===== src/rtl/core/kps_pkg.sv =====
// ----------------------------------------------------------------------------
// kps_pkg
// shared types, codes and lookup functions of the keypad scanner
// ----------------------------------------------------------------------------
package kps_pkg;

  localparam int ROW_W    = 4;
  localparam int COL_W    = 3;
  localparam int KEY_W    = 4;
  localparam int CNT_W    = 8;
  localparam int IN_TDATA_W  = 8;
  localparam int OUT_TDATA_W = 16;

  localparam logic [1:0] PHASE_IDLE = 2'd0;
  localparam logic [1:0] PHASE_COL0 = 2'd1;
  localparam logic [1:0] PHASE_COL1 = 2'd2;
  localparam logic [1:0] PHASE_COL2 = 2'd3;

  localparam logic [KEY_W-1:0] KEY_STAR = 4'd10;
  localparam logic [KEY_W-1:0] KEY_HASH = 4'd11;

  localparam logic [CNT_W-1:0] DEBOUNCE_RESET = 8'd10;

  // scanner state carried between ticks
  typedef struct packed {
    logic [1:0]       phase;
    logic [1:0]       row;
    logic [CNT_W-1:0] count;
    logic [KEY_W-1:0] key;
    logic             pressed;
  } kps_state_t;

  // result of one tick
  typedef struct packed {
    logic             key_event;
    logic             key_pressed;
    logic [KEY_W-1:0] key_code;
    logic [COL_W-1:0] column_drive;
  } kps_result_t;

  // phone layout: row 3 gives star, 0, hash
  function automatic logic [KEY_W-1:0] key_lookup(input logic [1:0] row,
                                                  input logic [1:0] phase);
    logic [KEY_W-1:0] code;
    code = '0;
    case ({row, phase})
      {2'd0, PHASE_COL0}: code = 4'd1;
      {2'd0, PHASE_COL1}: code = 4'd2;
      {2'd0, PHASE_COL2}: code = 4'd3;
      {2'd1, PHASE_COL0}: code = 4'd4;
      {2'd1, PHASE_COL1}: code = 4'd5;
      {2'd1, PHASE_COL2}: code = 4'd6;
      {2'd2, PHASE_COL0}: code = 4'd7;
      {2'd2, PHASE_COL1}: code = 4'd8;
      {2'd2, PHASE_COL2}: code = 4'd9;
      {2'd3, PHASE_COL0}: code = KEY_STAR;
      {2'd3, PHASE_COL1}: code = 4'd0;
      {2'd3, PHASE_COL2}: code = KEY_HASH;
      default:            code = '0;
    endcase
    return code;
  endfunction

  // idle drives all columns low, a scan drives only its column low
  function automatic logic [COL_W-1:0] drive_for_phase(input logic [1:0] phase);
    logic [COL_W-1:0] drive;
    drive = '0;
    case (phase)
      PHASE_COL0: drive = 3'b110;
      PHASE_COL1: drive = 3'b101;
      PHASE_COL2: drive = 3'b011;
      default:    drive = 3'b000;
    endcase
    return drive;
  endfunction

endpackage


===== src/rtl/core/kps_step.sv =====
// ----------------------------------------------------------------------------
// kps_step
// next-state and result logic of the keypad scanner for one tick
// ----------------------------------------------------------------------------
module kps_step
  import kps_pkg::*;
(
  input  kps_state_t       cur,
  input  logic [ROW_W-1:0] row_levels,
  input  logic             clear_pressed,
  input  logic [CNT_W-1:0] debounce_count,
  input  logic             scan_enable,
  output kps_state_t       nxt,
  output kps_result_t      res
);

  logic [1:0]       first_low;
  logic             row_low;
  logic [CNT_W:0]   count_inc;
  logic [CNT_W:0]   need;
  logic             accept_key;

  always_comb begin
    if (!row_levels[0]) begin
      first_low = 2'd0;
    end else if (!row_levels[1]) begin
      first_low = 2'd1;
    end else if (!row_levels[2]) begin
      first_low = 2'd2;
    end else begin
      first_low = 2'd3;
    end
  end

  assign row_low    = ~row_levels[cur.row];
  assign count_inc  = {1'b0, cur.count} + {{CNT_W{1'b0}}, 1'b1};
  assign need       = (debounce_count == '0) ? {{CNT_W{1'b0}}, 1'b1}
                                             : {1'b0, debounce_count};
  assign accept_key = (cur.phase != PHASE_IDLE) && row_low && (count_inc >= need);

  always_comb begin
    nxt = cur;
    if (clear_pressed) begin
      nxt.pressed = 1'b0;
    end
    if (cur.phase == PHASE_IDLE) begin
      if (scan_enable && (row_levels != {ROW_W{1'b1}})) begin
        nxt.row   = first_low;
        nxt.count = '0;
        nxt.phase = PHASE_COL0;
      end
    end else if (row_low) begin
      if (accept_key) begin
        nxt.key     = key_lookup(cur.row, cur.phase);
        nxt.pressed = 1'b1;
        nxt.count   = '0;
        nxt.phase   = PHASE_IDLE;
      end else begin
        nxt.count = count_inc[CNT_W-1:0];
      end
    end else begin
      nxt.count = '0;
      if (cur.phase == PHASE_COL2) begin
        nxt.phase = PHASE_IDLE;
      end else begin
        nxt.phase = cur.phase + 2'd1;
      end
    end
  end

  always_comb begin
    res.column_drive = drive_for_phase(nxt.phase);
    res.key_code     = nxt.key;
    res.key_pressed  = nxt.pressed;
    res.key_event    = accept_key;
  end

endmodule


===== src/rtl/core/matrix_keypad_scan_debounce.sv =====
// ----------------------------------------------------------------------------
// matrix_keypad_scan_debounce
// 4x3 keypad scanner with per-column debounce and sticky pressed flag
// ----------------------------------------------------------------------------
// each input transaction is one tick: tdata[3:0] row levels (active low),
// tdata[4] clears the pressed flag. every tick yields exactly one output
// transaction with the column drive, latched key code, pressed flag and a
// key event pulse.
// the scan state updates in the cycle the tick is taken, and its result loads
// into the output register at the same edge; while the receiver stalls, it goes
// to the skid register. one tick per clock is sustained while the receiver takes every result.
// a skid register behind the output register takes one more result while
// the receiver stalls; in_tready drops only when the skid register is full.
// config writes (debounce_count at index 0, scan_enable at index 1) land on
// the cycle cfg_wr_en is high and are meant to happen while the block idles.
// reset (synchronous, rst_n low) returns to idle with all columns driven
// low, clears key code and pressed flag, empties the output side, and loads
// debounce_count 10 and scan_enable 1.
// ----------------------------------------------------------------------------
module matrix_keypad_scan_debounce
  import kps_pkg::*;
(
  input  logic                   clk,
  input  logic                   rst_n,
  input  logic                   in_tvalid,
  output logic                   in_tready,
  input  logic [IN_TDATA_W-1:0]  in_tdata,   // row_levels[3:0], clear_pressed[4]
  output logic                   out_tvalid,
  input  logic                   out_tready,
  output logic [OUT_TDATA_W-1:0] out_tdata,  // column_drive[2:0], key_code[6:3],
                                             // key_pressed[7], key_event[8]
  input  logic                   cfg_wr_en,
  input  logic                   cfg_addr,
  input  logic [CNT_W-1:0]       cfg_wdata
);

  localparam logic CFG_DEBOUNCE = 1'b0;
  localparam logic CFG_ENABLE   = 1'b1;

  logic [CNT_W-1:0] debounce_r;
  logic             enable_r;
  kps_state_t       state_r;
  kps_state_t       state_nxt;
  kps_result_t      step_res;
  kps_result_t      out_r;
  kps_result_t      out_nxt;
  kps_result_t      skid_r;
  logic             out_valid_r;
  logic             out_valid_nxt;
  logic             skid_valid_r;
  logic             skid_valid_nxt;
  logic             in_fire;
  logic             out_fire;

  assign in_tready = ~skid_valid_r;
  assign in_fire   = in_tvalid & in_tready;
  assign out_fire  = out_valid_r & out_tready;

  kps_step u_step (
    .cur            (state_r),
    .row_levels     (in_tdata[ROW_W-1:0]),
    .clear_pressed  (in_tdata[ROW_W]),
    .debounce_count (debounce_r),
    .scan_enable    (enable_r),
    .nxt            (state_nxt),
    .res            (step_res)
  );

  // config registers
  always_ff @(posedge clk) begin
    if (!rst_n) begin
      debounce_r <= DEBOUNCE_RESET;
      enable_r   <= 1'b1;
    end else if (cfg_wr_en) begin
      case (cfg_addr)
        CFG_DEBOUNCE: debounce_r <= cfg_wdata;
        CFG_ENABLE:   enable_r   <= cfg_wdata[0];
        default:      ;
      endcase
    end
  end

  // scan state
  always_ff @(posedge clk) begin
    if (!rst_n) begin
      state_r <= '0;
    end else if (in_fire) begin
      state_r <= state_nxt;
    end
  end

  // output register and skid register
  always_comb begin
    out_nxt        = out_r;
    out_valid_nxt  = out_valid_r;
    skid_valid_nxt = skid_valid_r;
    if (!out_valid_r || out_fire) begin
      if (skid_valid_r) begin
        out_nxt        = skid_r;
        out_valid_nxt  = 1'b1;
        skid_valid_nxt = 1'b0;
      end else begin
        out_nxt       = step_res;
        out_valid_nxt = in_fire;
      end
    end else if (in_fire) begin
      skid_valid_nxt = 1'b1;
    end
  end

  always_ff @(posedge clk) begin
    if (!rst_n) begin
      out_valid_r  <= 1'b0;
      skid_valid_r <= 1'b0;
    end else begin
      out_valid_r  <= out_valid_nxt;
      skid_valid_r <= skid_valid_nxt;
    end
  end

  always_ff @(posedge clk) begin
    out_r <= out_nxt;
    if (in_fire && out_valid_r && !out_fire) begin
      skid_r <= step_res;
    end
  end

  assign out_tvalid = out_valid_r;
  assign out_tdata  = {{(OUT_TDATA_W-COL_W-KEY_W-2){1'b0}}, out_r.key_event,
                       out_r.key_pressed, out_r.key_code, out_r.column_drive};

  // idle always holds a cleared debounce counter
  assert property (@(posedge clk) disable iff (!rst_n)
    (state_r.phase == PHASE_IDLE) |-> (state_r.count == '0))
    else $error("debounce counter not cleared while idle");

  // skid register only fills behind a valid output register
  assert property (@(posedge clk) disable iff (!rst_n)
    skid_valid_r |-> out_valid_r)
    else $error("skid register holds data ahead of output register");

  // an accepted key returns the scanner to idle and sets the flag
  assert property (@(posedge clk) disable iff (!rst_n)
    (in_fire && step_res.key_event) |=>
      (state_r.phase == PHASE_IDLE) && state_r.pressed)
    else $error("key acceptance did not return to idle");

  // an event in a result always carries the pressed flag
  assert property (@(posedge clk) disable iff (!rst_n)
    (out_valid_r && out_r.key_event) |-> out_r.key_pressed)
    else $error("key event without pressed flag");

endmodule


===== config.mk =====
export PLATFORM = sky130hd
export DESIGN_NAME = matrix_keypad_scan_debounce
export DESIGN_NICKNAME = d
export VERILOG_FILES = /design/src/rtl/core/kps_pkg.sv /design/src/rtl/core/kps_step.sv /design/src/rtl/core/matrix_keypad_scan_debounce.sv
export SDC_FILE = /design/constraint.sdc
export NUM_CORES = 1
export LEC_CHECK = 0
export ABC_AREA = 0
export ABC_CLOCK_PERIOD_IN_PS = 4100
export BUFFER_PORTS_ARGS = -buffer_cell sky130_fd_sc_hd__buf_2
export CAP_MARGIN = 20
export CELL_PAD_IN_SITES_DETAIL_PLACEMENT = 1
export CELL_PAD_IN_SITES_GLOBAL_PLACEMENT = 1
export CORE_MARGIN = 3
export CORE_UTILIZATION = 43
export CTS_CLUSTER_SIZE = 25
export DETAILED_ROUTE_END_ITERATION = 16
export GPL_TIMING_DRIVEN = 0
export PLACE_DENSITY_LB_ADDON = 0.15
export SLEW_MARGIN = 20
export SYNTH_ARGS = -nofsm -noshare
export SYNTH_HDL_FRONTEND = slang
export SYNTH_SLANG_ARGS = --single-unit

===== constraint.sdc =====
create_clock -name clk -period 4.1 [get_ports clk]
set_clock_uncertainty 0.05 [all_clocks]
set_input_delay 0.41 -clock clk [delete_from_list [all_inputs] [get_ports clk]]
set_output_delay 0.41 -clock clk [all_outputs]
set_load 0.01 [all_outputs]

[After elaboration in Yosys (flattened, before gate mapping)]
Memories as Yosys holds them, arrays and structs flattened.
Index checks and enable logic that the tools add are counted.
Word-level totals
  bits in registers: 46
  bits in read-only memories: 64
  input port bits: 22
  output and inout bits: 18
  logic and storage cells: 71
  memories: 1
Memories
  (name not given): depth 16, bits a word 4, rd ports 1, clocked after memory_dff 0, wr ports 0, line kps_pkg.sv:46  | case ({row, phase})
Cells by class
  add/subtract/negate cells: 2
  order comparisons: 2
  equal/unequal tests: 6
  muxes and demuxes: 21
  bitwise operators: 6
  reduce and logical (&&, ||, !) cells: 16
Operators by type and width (count)
  two-way mux 8 bit: 4
  two-way mux 5 bit: 3
  two-way mux 12 bit: 1
  two-way mux 2 bit: 6
  adder 8 x 1 -> 9 bit (second input constant): 1
  >= comparator 9 bit: 1
  two-way mux 9 bit: 1
  one-hot mux 3 bit (3 select lines): 1
  logical NOT 8 bit: 1
  == test 2 bit (second input constant): 3
  AND reduction 2 bit: 3
  logical AND 1 bit: 5
  two-way mux 1 bit: 4
  != test 4 bit (second input constant): 1
  inverter 1 bit: 4
  < comparator 2 x 3 -> 1 bit (second input constant): 1
  AND reduction 3 bit: 1
  adder 2 x 1 -> 2 bit (second input constant): 1
  bitwise AND 1 bit: 2
  binary-select mux 1 bit (select 2 bit): 1
  == test 2 x 1 -> 1 bit (second input constant): 1
  logical NOT 1 bit: 2
  logical NOT 2 bit: 1
  != test 2 bit (second input constant): 1
  other kinds (3): 3

[Depth between registers and ports, before layout]
Gate-level depths: netlist (run 1).
  depth after elaboration: 11
  depth in mapped cells: 15
  gate-level depth less buffers: 13

[Modules after synthesis]
A second synthesis (run 1) with hierarchy kept.
Unflattened totals
  cells, all modules: 290
  area, all modules: 2837.7 um^2
Modules (own cells, without submodules)
  matrix_keypad_scan_debounce: instances 1, cells each 159, area an instance 1844.3 um^2, sequential area each 1101.1 um^2
  kps_step: instances 1, cells each 131, area an instance 993.5 um^2, sequential area each 0.0 um^2

[Worst setup path before layout (run 1)]
No wires, ideal clock.
  kind: register to register
  start: reg state_r[8] (netlist name)
  end: reg out_r (netlist bit out_tdata[0]) (data pin)
  setup time: 0.269 ns
  arrival time: 2.793 ns
  required time: 3.781 ns
  setup slack: 0.988 ns
  stages on the path, launching flop included: 16
  path buffers: 2
  period minus slack after synthesis: 3.112 ns
  cells stage by stage: dfxtp_1 clkbuf_1 and3_1 nand2_1 nor2_1 xor2_1 ha_1 and3_1 a221oi_1 o21a_1 buf_2 a311oi_1 a21o_1 ha_1 nor2_1 o31ai_1
On the way
  cells in the longest elaborated chain, start to end: 9
  elaborated cells between the ends (all ways): 11
  classes of those cells: add/sub (1); order compare (1); eq/ne (3); mux (5); reduce/logical (1)
Ends and longest elaborated chain
  start, declared: line matrix_keypad_scan_debounce.sv:42  | kps_state_t state_r;
  start signal, assigned: line matrix_keypad_scan_debounce.sv:88  | state_r <= state_nxt;
  adder 8 x 1 -> 9 bit *: line kps_step.sv:36  | assign count_inc = {1'b0, cur.count} + {{CNT_W{1'b0}}, 1'b1};
  >= comparator 9 bit *: line kps_step.sv:39  | assign accept_key = (cur.phase != PHASE_IDLE) && row_low && (count_inc >= need);
  logical AND 1 bit *: line kps_step.sv:39
  two-way mux 2 bit *: line kps_step.sv:53  | if (accept_key) begin
  two-way mux 2 bit *: line kps_step.sv:52  | end else if (row_low) begin
  two-way mux 2 bit *: line kps_step.sv:46  | if (cur.phase == PHASE_IDLE) begin
  == test 2 bit / == test 2 x 1 -> 1 bit (equally long branches): line kps_pkg.sv:68  | case (phase)
  one-hot mux 3 bit (3 select lines) *: line kps_pkg.sv:68
  two-way mux 9 bit *: line matrix_keypad_scan_debounce.sv:98  | if (skid_valid_r) begin
  end signal, assigned: line matrix_keypad_scan_debounce.sv:122  | out_r <= out_nxt;
  end, declared: line matrix_keypad_scan_debounce.sv:45  | kps_result_t out_r;
Mark *: on every way between the ends. The rest lies on a longest branch, timed or not.
A chain may end at the register's enable or synchronous reset.

[Worst setup path in the final report (run 1)]
Same ends and word-level chain as after synthesis.

==> flow_metrics.py, run 1 <==
metrics = {
    "power_and_ir_drop": {
        "p_total_mw": 0.9837,
        "power.density_nw_per_um2": 328.8,
        "ir_worst_vdd_v": 0.0001815,
        "p_leak_nw": 1.254,
    },
    "worst_setup_path": {
        "critical_path_class": "reg -> reg",
        "cp-end-kind": "register",
        "critPathMaxFanout": 10,
        "cp.required_ns": 4.08,
        "crit_path_cell_trace": "clkbuf_1 > and3_1 > nand2_1 > nor2_1 > xor2_1 > ha_1 > and3_1 > a221oi_1 > o21a_1 > buf_2 > a311oi_1 > a21o_1 > ha_1 > nor2_1 > o31ai_1",
        "critPathLaunchType": "register",
        "slowest_delay_ns": 0.34,
        "crit_path_top_delay_cell": "a221oi_1",
        "arrival_ns": 3.60,
        "reg2regPathDepth": 15,
    },
    "global_routing": {
        "antenna_found_initial": 0,
        "grt_pass1_vias": 2179,
        "grt_usage": 0.1878,
        "grt_overflow_total": 0,
        "grt_max_degree": 14,
        "grt_pass1_wl_mm": 10.90,
    },
    "placed_design": {
        "gp_congestion": 0.8108,
        "dp_hpwl_mm": 5.093,
        "pre_cts_ws_ns": 0.5152,
        "numPortBuffers": 29,
        "placed_area_um2": 2910,
        "place_inst": 395,
    },
    "cts": {
        "numCtsBuffers": 5,
        "cts_sinks": 46,
        "cts_root_buf": "clkbuf_8",
        "clkTransAtPathRegs_ns": 0.08,
        "htreeDepth": 2,
        "cts_tree": "yes",
        "insertion_delay_ns": 0.30,
        "clockBufferDepth": 2,
        "hold_buffers": 0,
        "postCtsSetupBuffers": 0,
        "cts_resized": 0,
    },
    "floorplanning": {
        "rows": 27,
        "coreArea_um2": 5743,
        "die_w_um": 84.54,
        "start_util": 0.4619,
        "die_area_um2": 7147,
        "die_h_um": 84.54,
        "io_pins": 40,
    },
    "timing": {
        "fmax_mhz": 276.5,
        "period_minus_slack_ns": 3.617,
        "rsz0062_at_grt": "false",
        "post-route-period-util": 0.8821,
        "worst_slew_pin_slew_ns": 0.9405,
        "fin_tns_setup_ns": 0,
        "maxSlewViolCount": 0,
        "max-slew-margin-rel": 0.3707,
        "hold_viol": 0,
        "fin_ws_ns": 0.4834,
        "finalSetupViolCount": 0,
    },
    "final_layout": {
        "drive_above_1_share": 0.1813,
        "fin_nets": 368,
        "final_cells": 403,
        "stdcell_area_um2": 2992,
        "diodes": 0,
        "area_growth_pct": 12.78,
    },
    "route": {
        "drt_iter0_drc": 67,
        "routed_wl_mm": 6.508,
        "firstDrtPassIters": 4,
        "wl_per_cell_um": 16.15,
        "antenna_left": 0,
        "vias_per_cell": 5.541,
        "num_vias": 2233,
        "drt_drc_violations_left": 0,
    },
    "synthesis": {
        "synth_area_leaders": "dfxtp_1, edfxtp_1, ha_1",
        "synthTopCellsByCount": "nand2_1, dfxtp_1, a21oi_1, edfxtp_1, inv_1",
        "syn_area_per_cell_um2": 9.210,
        "ys_types": 60,
        "yosysMostFrequentCell": "nand2_1",
        "synthArstFlopShare": 0,
        "yosysWarnings": 0,
        "synth_edf_count": 18,
        "netlist_instances": 288,
        "yosys.area.top_type": "dfxtp_1",
        "ys_ff_latch": 46,
        "yosysSeqAreaShare": 0.4151,
        "ys.flop_type": "dfxtp_1",
        "syn_area_um2": 2653,
        "yosysTopAreaCellShare": 0.2113,
    },
    "run_status": {
        "status": "finished clean",
    },
    "job": {
        "drv_cap": 0,
    },
    "worst_hold_path": {
        "whs_path_depth": 3,
        "hp-class": "in -> reg",
    },
}
flip-flops by register name, indices dropped and copies added, names as in the netlist:
signal / cells
out_tvalid: 1
out_tdata: 9
enable_r: 1
skid_valid_r: 1
debounce_r: 8
state_r: 17
skid_r: 9
cells in the final DEF, fill, tap and decap left out, types with 3 or more instances in the layout:
cell	instances
clkbuf_1	8
o21a_1	3
a31oi_1	3
nand2_1	45
a32o_1	6
ha_1	16
mux2i_1	5
o2111ai_1	3
xnor2_1	3
nor2_1	14
a21o_1	4
o211ai_1	4
dfxtp_1	28
nand3_1	9
clkbuf_8	5
a21oi_1	18
o21ai_0	13
buf_6	3
inv_1	18
conb_1	7
buf_2	30
nor3_1	3
buf_4	7
edfxtp_1	18
nor2b_1	5
and3_1	3
nand4_1	4
nand2b_1	4
per-layer routing:
layer	share of wire	track usage	vias up	routed length, µm
li1	-	-	1105	-
met1	0.47	0.2587	1068	3062
met2	0.47	0.3068	50	3086
met3	0.042	0.03238	10	276
met4	0.013	0.04604	0	82
met5	0	0	-	0
cell type report:
cell class | instances | area, µm²
Fill cell | 702 | 2751
Multi-Input combinational cell | 210 | 1381
Sequential cell | 46 | 1101
Timing Repair Buffer | 29 | 145.1
Buffer | 20 | 125.1
Tap cell | 72 | 90.09
Clock buffer | 6 | 72.57
Inverter | 18 | 67.56
Clock inverter | 2 | 8.758
power breakdown:
| group | switching (mW) | internal (mW) |
|---|---|---|
| Combinational | 0.117 | 0.0762 |
| Sequential | 0.0143 | 0.503 |
| Clock | 0.155 | 0.118 |
| Total | 0.287 | 0.696 |
final timing paths:
kind	slack, ns	from	to
setup / recovery	0.48	state_r[8]$_SDFFE_PN0P_	out_tdata[0]$_DFFE_PP_
hold / removal	0.29	cfg_wdata[3]	debounce_r[3]$_SDFFE_PN1P_
setup reg to reg	0.48	state_r[8]$_SDFFE_PN0P_	out_tdata[0]$_DFFE_PP_
hold reg to reg	0.41	debounce_r[5]$_SDFFE_PN0P_	debounce_r[5]$_SDFFE_PN0P_
stage by stage:
| step | hold WS [ns] | util |
|---|---|---|
| floorplan | 0.3847 | - |
| global placement | 0.3952 | 0.5068 |
| detailed placement | 0.3973 | 0.5068 |
| CTS | 0.2841 | 0.5209 |
| global route | 0.2866 | 0.5209 |
| finish | 0.2907 | 0.5209 |
worst max-delay path, delay by kind of cell (launching register included):
| kind | cells | cell delay, ns |
|---|---|---|
| AOI/OAI and AO/OA | 5 | 1.00 |
| and+or+nand+nor | 5 | 0.78 |
| buffers and inverters | 2 | 0.49 |
| adders and majority gates | 2 | 0.47 |
| DFF | 1 | 0.32 |
| xor gates and xnor gates | 1 | 0.23 |
kinds of logic (layout without fill, tap and decap cells):
family                     after synthesis  in the layout  share of synthesized area
and+or+nand+nor                        100            100                     0.1816
AOI/OAI and AO/OA                       73             73                     0.1915
DFF                                     46             46                     0.4151
buffers and inverters                   38             75                    0.07264
adders and majority gates               16             16                    0.07547
muxes                                    9              9                    0.04576
xor gates and xnor gates                 5              5                    0.01651
other                                    1              7                   0.001414
Note: power is estimated with default switching activity, not from simulation.
==> run 2, diff against run 1 <==
--- a/config.mk
+++ b/config.mk
@@ -5,14 +5,14 @@
 export SDC_FILE = /design/constraint.sdc
 export NUM_CORES = 1
 export LEC_CHECK = 0
-export ABC_AREA = 0
+export ABC_AREA = 1
 export ABC_CLOCK_PERIOD_IN_PS = 4100
 export BUFFER_PORTS_ARGS = -buffer_cell sky130_fd_sc_hd__buf_2
 export CAP_MARGIN = 20
 export CELL_PAD_IN_SITES_DETAIL_PLACEMENT = 1
 export CELL_PAD_IN_SITES_GLOBAL_PLACEMENT = 1
 export CORE_MARGIN = 3
-export CORE_UTILIZATION = 43
+export CORE_UTILIZATION = 41
 export CTS_CLUSTER_SIZE = 25
 export DETAILED_ROUTE_END_ITERATION = 16
 export GPL_TIMING_DRIVEN = 0
==> flow_metrics.py, run 2 <==
metrics = {
    "run_status": {
        "status": "finished clean",
    },
    "cts": {
        "cts_root_buf": "clkbuf_8",
        "clockBufferDepth": 2,
        "insertion_delay_ns": 0.30,
        "htreeDepth": 2,
        "cts_tree": "yes",
        "postCtsSetupBuffers": 0,
        "hold_buffers": 0,
        "clkTransAtPathRegs_ns": 0.10,
        "cts_sinks": 46,
        "numCtsBuffers": 5,
        "cts_resized": 0,
    },
    "worst_setup_path": {
        "cp-end-kind": "register",
        "arrival_ns": 3.25,
        "cp.required_ns": 4.11,
        "worst_path_most_repeated_cell": "nand2_1",
        "critPathLaunchType": "register",
        "critical_path_class": "reg -> reg",
        "path_delay_family": "simple AND/OR/NAND/NOR gates",
        "cp-startpoint": "state_r[5]$_SDFFE_PN0P_",
        "critPathBufInv": 2,
        "crit_path_cell_trace": "ha_1 > nand3_1 > xor2_1 > inv_1 > ha_1 > nand2_1 > nor2_1 > nand2_1 > nand3_1 > nand2_1 > nand2_1 > nand2_1 > nand2_2 > nand2_4 > nand2_1 > nand2_1 > nand2_1 > inv_1 > ha_1 > nor2_1 > nor2_1 > nand2_1 > nand2_1",
        "timing.reg2reg.setup_slack_ns": 0.86,
        "slowest_delay_ns": 0.45,
        "crit_path_top_delay_cell": "dfxtp_1",
        "critPathMaxFanout": 10,
        "r2r_start": "state_r[5]$_SDFFE_PN0P_",
    },
    "power_and_ir_drop": {
        "switching_share": 0.2950,
        "p_int_mw": 0.6831,
        "power_frac_seq": 0.535,
        "power.density_nw_per_um2": 343.0,
        "power_frac_clock": 0.304,
        "comb_power_share": 0.161,
        "ir_worst_vdd_v": 0.0001401,
        "netSwitchingPower_mw": 0.2859,
        "p_leak_nw": 1.386,
    },
    "placed_design": {
        "gp_congestion": 0.8287,
        "numPortBuffers": 29,
        "dp_hpwl_mm": 4.492,
    },
    "route": {
        "drt_iter0_drc": 60,
        "antenna_left": 0,
        "drt_drc_violations_left": 0,
        "vias_per_cell": 4.979,
        "routed_wl_mm": 5.700,
        "firstDrtPassIters": 4,
        "wl_per_cell_um": 13.51,
        "num_vias": 2101,
    },
    "synthesis": {
        "netlist_instances": 307,
        "syn_area_per_cell_um2": 8.066,
        "yosysSeqAreaShare": 0.4447,
        "yosys.area.top_type": "dfxtp_1",
        "syn_area_um2": 2476,
        "synth_area_leaders": "dfxtp_1, edfxtp_1, nand2_1",
        "ys_ff_latch": 46,
        "synthArstFlopShare": 0,
        "yosysTopAreaCellShare": 0.2264,
        "synth_edf_count": 18,
        "synthTopCellsByCount": "nand2_1, inv_1, dfxtp_1, a21oi_1, nor2_1",
        "ys.flop_type": "dfxtp_1",
        "ys_types": 36,
        "yosysWarnings": 0,
        "yosysMostFrequentCell": "nand2_1",
    },
    "final_layout": {
        "drive_above_1_share": 0.1629,
        "postLayoutCoreUtil": 0.4978,
        "fin_nets": 387,
        "largest_reg_flops": 17,
        "diodes": 0,
        "layout_common_cells": "nand2_1, inv_1, buf_2, dfxtp_1, a21oi_1",
        "regMostFlops": "state_r",
        "mostFrequentLayoutCell": "nand2_1",
        "area_growth_pct": 14.10,
    },
    "worst_hold_path": {
        "hp-class": "in -> reg",
        "min_from": "cfg_wdata[1]",
    },
    "floorplanning": {
        "die_area_um2": 7008,
        "die_w_um": 83.72,
        "rows": 27,
        "start_util": 0.4363,
        "die_h_um": 83.72,
        "io_pins": 40,
        "coreArea_um2": 5675,
    },
    "global_routing": {
        "grt_overflow_total": 0,
        "grt_usage": 0.1732,
        "grt_pass1_vias": 2196,
        "grt_max_degree": 17,
        "antenna_found_initial": 0,
        "grt_pass1_wl_mm": 9.970,
    },
    "timing": {
        "maxSlewViolCount": 0,
        "max-slew-margin-rel": 0.4428,
        "period_minus_slack_ns": 3.236,
        "fmax_mhz": 309.0,
        "worst_slew_pin_slew_ns": 0.8327,
        "hold_viol": 0,
        "fin_tns_setup_ns": 0,
        "post-route-period-util": 0.7893,
        "rsz0062_at_grt": "false",
        "finalSetupViolCount": 0,
    },
    "job": {
        "drv_cap": 0,
    },
}
==> run 2: area by class of cell <==
type | instances | area (µm²)
multi-input cells | 209 | 1154
fillers | 728 | 2850
repair buffers | 29 | 145.1
inverters | 46 | 172.7
clock inverters | 3 | 22.52
plain buffers | 12 | 71.32
clock buffers | 5 | 68.82
flip-flops and latches | 46 | 1101
well taps | 72 | 90.09
==> run 2: worst paths after layout <==
path,depth (start not counted),to
setup reg to reg,23,out_tdata[0]$_DFFE_PP_
hold reg to reg,2,debounce_r[6]$_SDFFE_PN0P_
setup / recovery,23,out_tdata[0]$_DFFE_PP_
hold / removal,3,debounce_r[1]$_SDFFE_PN1P_
==> run 2: metal layers <==
metal	global-route usage	vias up	share of wire
met3	0.03751	6	0.037
met4	0.04386	0	0.011
met1	0.2016	1000	0.44
li1	-	1062	-
met2	0.3196	33	0.51
met5	0	-	0
==> run 2: power by group through the flow <==
stage	logic (mW)	clock network, mW	registers (mW)
detailed placement	0.157	0	0.529
global route	0.179	0.323	0.521
CTS	0.158	0.303	0.518
floorplan	0.101	0	0.532
global placement	0.149	0	0.527
finish	0.156	0.295	0.518
==> run 2: through the flow <==
step | hold slack [ns] | cells | setup WS, ns | power [mW] | instance area, µm²
floorplan | 0.3712 | 313 | 1.332 | 0.6334 | 2499
global placement | 0.4232 | 414 | 0.9526 | 0.6765 | 2734
detailed placement | 0.4370 | 414 | 0.8748 | 0.6858 | 2734
CTS | 0.2698 | 422 | 0.8245 | 0.9796 | 2825
global route | 0.2764 | 422 | 0.4916 | 1.023 | 2825
finish | 0.2719 | 422 | 0.8637 | 0.9689 | 2825
==> run 2: kinds of logic (layout without fill, tap and decap cells) <==
group	Yosys count	count (layout)	synth area share
AND/OR/NAND/NOR	127	127	0.2289
buffers and inverters	58	95	0.09853
AO/OA/AOI/OAI	53	53	0.1243
flip-flops	46	46	0.4447
adder cells (fa/ha/maj)	16	16	0.08085
XOR/XNOR	6	6	0.02122
other	1	7	0.001514
==> run 2: worst min-delay path, cell delays in order <==
cell and delay (ns):
buf_2 0.07, nand2_1 0.04, o211ai_1 0.06
==> run 3, diff against run 2 <==
--- a/config.mk
+++ b/config.mk
@@ -6,13 +6,13 @@
 export NUM_CORES = 1
 export LEC_CHECK = 0
 export ABC_AREA = 1
-export ABC_CLOCK_PERIOD_IN_PS = 4100
+export ABC_CLOCK_PERIOD_IN_PS = 2600
 export BUFFER_PORTS_ARGS = -buffer_cell sky130_fd_sc_hd__buf_2
 export CAP_MARGIN = 20
 export CELL_PAD_IN_SITES_DETAIL_PLACEMENT = 1
 export CELL_PAD_IN_SITES_GLOBAL_PLACEMENT = 1
 export CORE_MARGIN = 3
-export CORE_UTILIZATION = 41
+export CORE_UTILIZATION = 37
 export CTS_CLUSTER_SIZE = 25
 export DETAILED_ROUTE_END_ITERATION = 16
 export GPL_TIMING_DRIVEN = 0
==> constraint.sdc (replaced) <==
create_clock -name clk -period 2.6 [get_ports clk]
set_clock_uncertainty 0.05 [all_clocks]
set_input_delay 0.26 -clock clk [delete_from_list [all_inputs] [get_ports clk]]
set_output_delay 0.26 -clock clk [all_outputs]
set_load 0.01 [all_outputs]
==> flow_metrics.py, run 3 (same netlist as run 2, synthesis figures left out) <==
metrics = {
    "worst_setup_path": {
        "crit_path_top_delay_cell": "dfxtp_4",
        "critPathLaunchType": "register",
        "critPathBufInv": 2,
        "cp.required_ns": 2.62,
        "path_delay_family": "simple AND/OR/NAND/NOR gates",
        "slowest_delay_ns": 0.36,
        "arrival_ns": 2.75,
        "critPathMaxFanout": 3,
        "cp-end-kind": "register",
        "crit_path_cell_trace": "ha_4 > nand3_4 > xor2_1 > inv_1 > ha_4 > nand2_4 > nor2_2 > nand2_1 > nand3_2 > nand2_1 > nand2_1 > nand2_2 > nand2_4 > nand2_8 > nand2_4 > nand2_4 > nand2_4 > inv_2 > ha_4 > nor2_4 > nor2_2 > nand2_1 > nand2_1",
        "critical_path_class": "reg -> reg",
    },
    "floorplanning": {
        "die_area_um2": 7710,
        "coreArea_um2": 6422,
        "die_h_um": 87.81,
        "die_w_um": 87.81,
        "rows": 29,
        "io_pins": 40,
        "start_util": 0.3855,
    },
    "timing": {
        "finalSetupViolCount": 16,
        "fin_hold_ws_ns": 0.1132,
        "rsz0062_at_grt": "true",
        "fin_ws_ns": -0.1310,
        "period_minus_slack_ns": 2.731,
        "maxSlewViolCount": 0,
        "fmax_mhz": 366.2,
        "max-slew-margin-rel": 0.4919,
        "worst_slew_pin_slew_ns": 0.7594,
        "post-route-period-util": 1.050,
        "hold_viol": 0,
    },
    "final_layout": {
        "largest_reg_flops": 17,
        "layout_common_cells": "nand2_1, inv_1, buf_2, dfxtp_1, a21oi_1",
        "regMostFlops": "state_r",
        "area_growth_pct": 30.67,
        "drive_above_1_share": 0.3016,
        "multi_input_area_um2": 1373,
        "mostFrequentLayoutCell": "nand2_1",
        "n_fill_cell": 796,
        "regArea_um2": 1107,
        "diodes": 0,
        "fin_nets": 405,
    },
    "global_routing": {
        "grt_pass1_wl_mm": 9.880,
        "grt_overflow_total": 0,
        "antenna_found_initial": 0,
        "grt_max_degree": 16,
        "grt_usage": 0.1622,
        "grt_pass1_vias": 2171,
    },
    "cts": {
        "cts_tree": "yes",
        "clockBufferDepth": 2,
        "cts_sinks": 46,
        "clkTransAtPathRegs_ns": 0.09,
        "numCtsBuffers": 5,
        "insertion_delay_ns": 0.31,
        "htreeDepth": 2,
        "cts_root_buf": "clkbuf_8",
    },
    "route": {
        "vias_per_cell": 4.924,
        "routed_wl_mm": 5.975,
        "wl_per_cell_um": 13.43,
        "firstDrtPassIters": 4,
        "num_vias": 2191,
        "drt_drc_violations_left": 0,
        "antenna_left": 0,
        "drt_iter0_drc": 89,
    },
    "job": {
        "drv_cap": 0,
    },
    "power_and_ir_drop": {
        "p_leak_nw": 1.518,
        "ir_worst_vdd_v": 0.0001670,
        "p_total_mw": 1.668,
        "power.density_nw_per_um2": 515.4,
    },
    "run_status": {
        "status": "finished, violations left",
        "violations": "setup timing",
    },
    "placed_design": {
        "numPortBuffers": 29,
        "gp_congestion": 0.7225,
        "dp_hpwl_mm": 4.339,
    },
    "worst_hold_path": {
        "hp-class": "in -> reg",
    },
}
run 3: cell types whose count changed in the layout (fill, tap and decap cells not counted), moves of 4 or more:
| cell | previous run | this run |
|---|---|---|
| buf_6 | 0 | 6 |
| nand2_4 | 2 | 7 |
| ha_1 | 16 | 9 |
| nand2_1 | 74 | 62 |
| nor2_1 | 22 | 18 |
| inv_2 | 2 | 6 |
| nand2_2 | 2 | 8 |
| buf_4 | 7 | 19 |
| ha_4 | 0 | 7 |
| inv_1 | 43 | 39 |
run 3: what timing repair did:
action                                 in CTS  in global routing
cloned                                      0                  0
hold buffers                                0                  0
endpoints found under the hold margin       0                  0
gates resized for setup                    11                 36
setup endpoints to repair                   4                 17
pin swaps                                   6                  7
buffers inserted                           10                 10
run 3: metrics by stage:
step / util / cells / TNS (ns) / instance area, µm² / setup WS [ns]
after floorplan: - / 313 / 0 / 2536 / 0.005250
after global placement: 0.4325 / 419 / -0.7095 / 2778 / -0.2528
after detailed placement: 0.4325 / 419 / -0.9650 / 2778 / -0.3356
after CTS: 0.4713 / 437 / -0.3540 / 3027 / -0.1423
after global routing: 0.5038 / 445 / -4.833 / 3236 / -0.3300
final: 0.5038 / 445 / -0.8243 / 3236 / -0.1310
run 3: path summary, 6_finish.rpt:
kind | endpoint | slack, ns | depth (start not counted) | from
max | out_tdata[0]$_DFFE_PP_ | -0.13 | 23 | state_r[5]$_SDFFE_PN0P_
min | debounce_r[1]$_SDFFE_PN1P_ | 0.11 | 3 | cfg_wdata[1]
min reg2reg | debounce_r[2]$_SDFFE_PN0P_ | 0.45 | 2 | debounce_r[2]$_SDFFE_PN0P_
max reg2reg | out_tdata[0]$_DFFE_PP_ | -0.13 | 23 | state_r[5]$_SDFFE_PN0P_
run 3: power by group:
part           switching (mW)  internal [mW]  total (mW)
clock                   0.265          0.288       0.553
combinational           0.183          0.115       0.298
sequential             0.0209          0.795       0.816
total                   0.468           1.20        1.67
run 3: layer usage:
metal  share of wire  GRT usage  up-vias
li1                -          -     1101
met1            0.41     0.1851     1051
met2            0.54     0.3027       29
met3           0.028    0.02446       10
met4           0.017    0.05997        0
met5               0          0        -
run 3: tightest hold or removal path: cells and delay by family:
kind / cells / cell delay, ns
AOI/OAI and AO/OA: 1 / 0.06
buffers and inverters: 1 / 0.07
and+or+nand+nor: 1 / 0.04
run 3: final cells by class:
class / count / area share
Sequential cell: 46 / 0.3422
Tap cell: 77 / 0.02978
Clock inverter: 3 / 0.01353
Timing Repair Buffer: 47 / 0.09358
Inverter: 46 / 0.05336
Clock buffer: 5 / 0.02127
Multi-Input combinational cell: 209 / 0.4242
Buffer: 12 / 0.02204
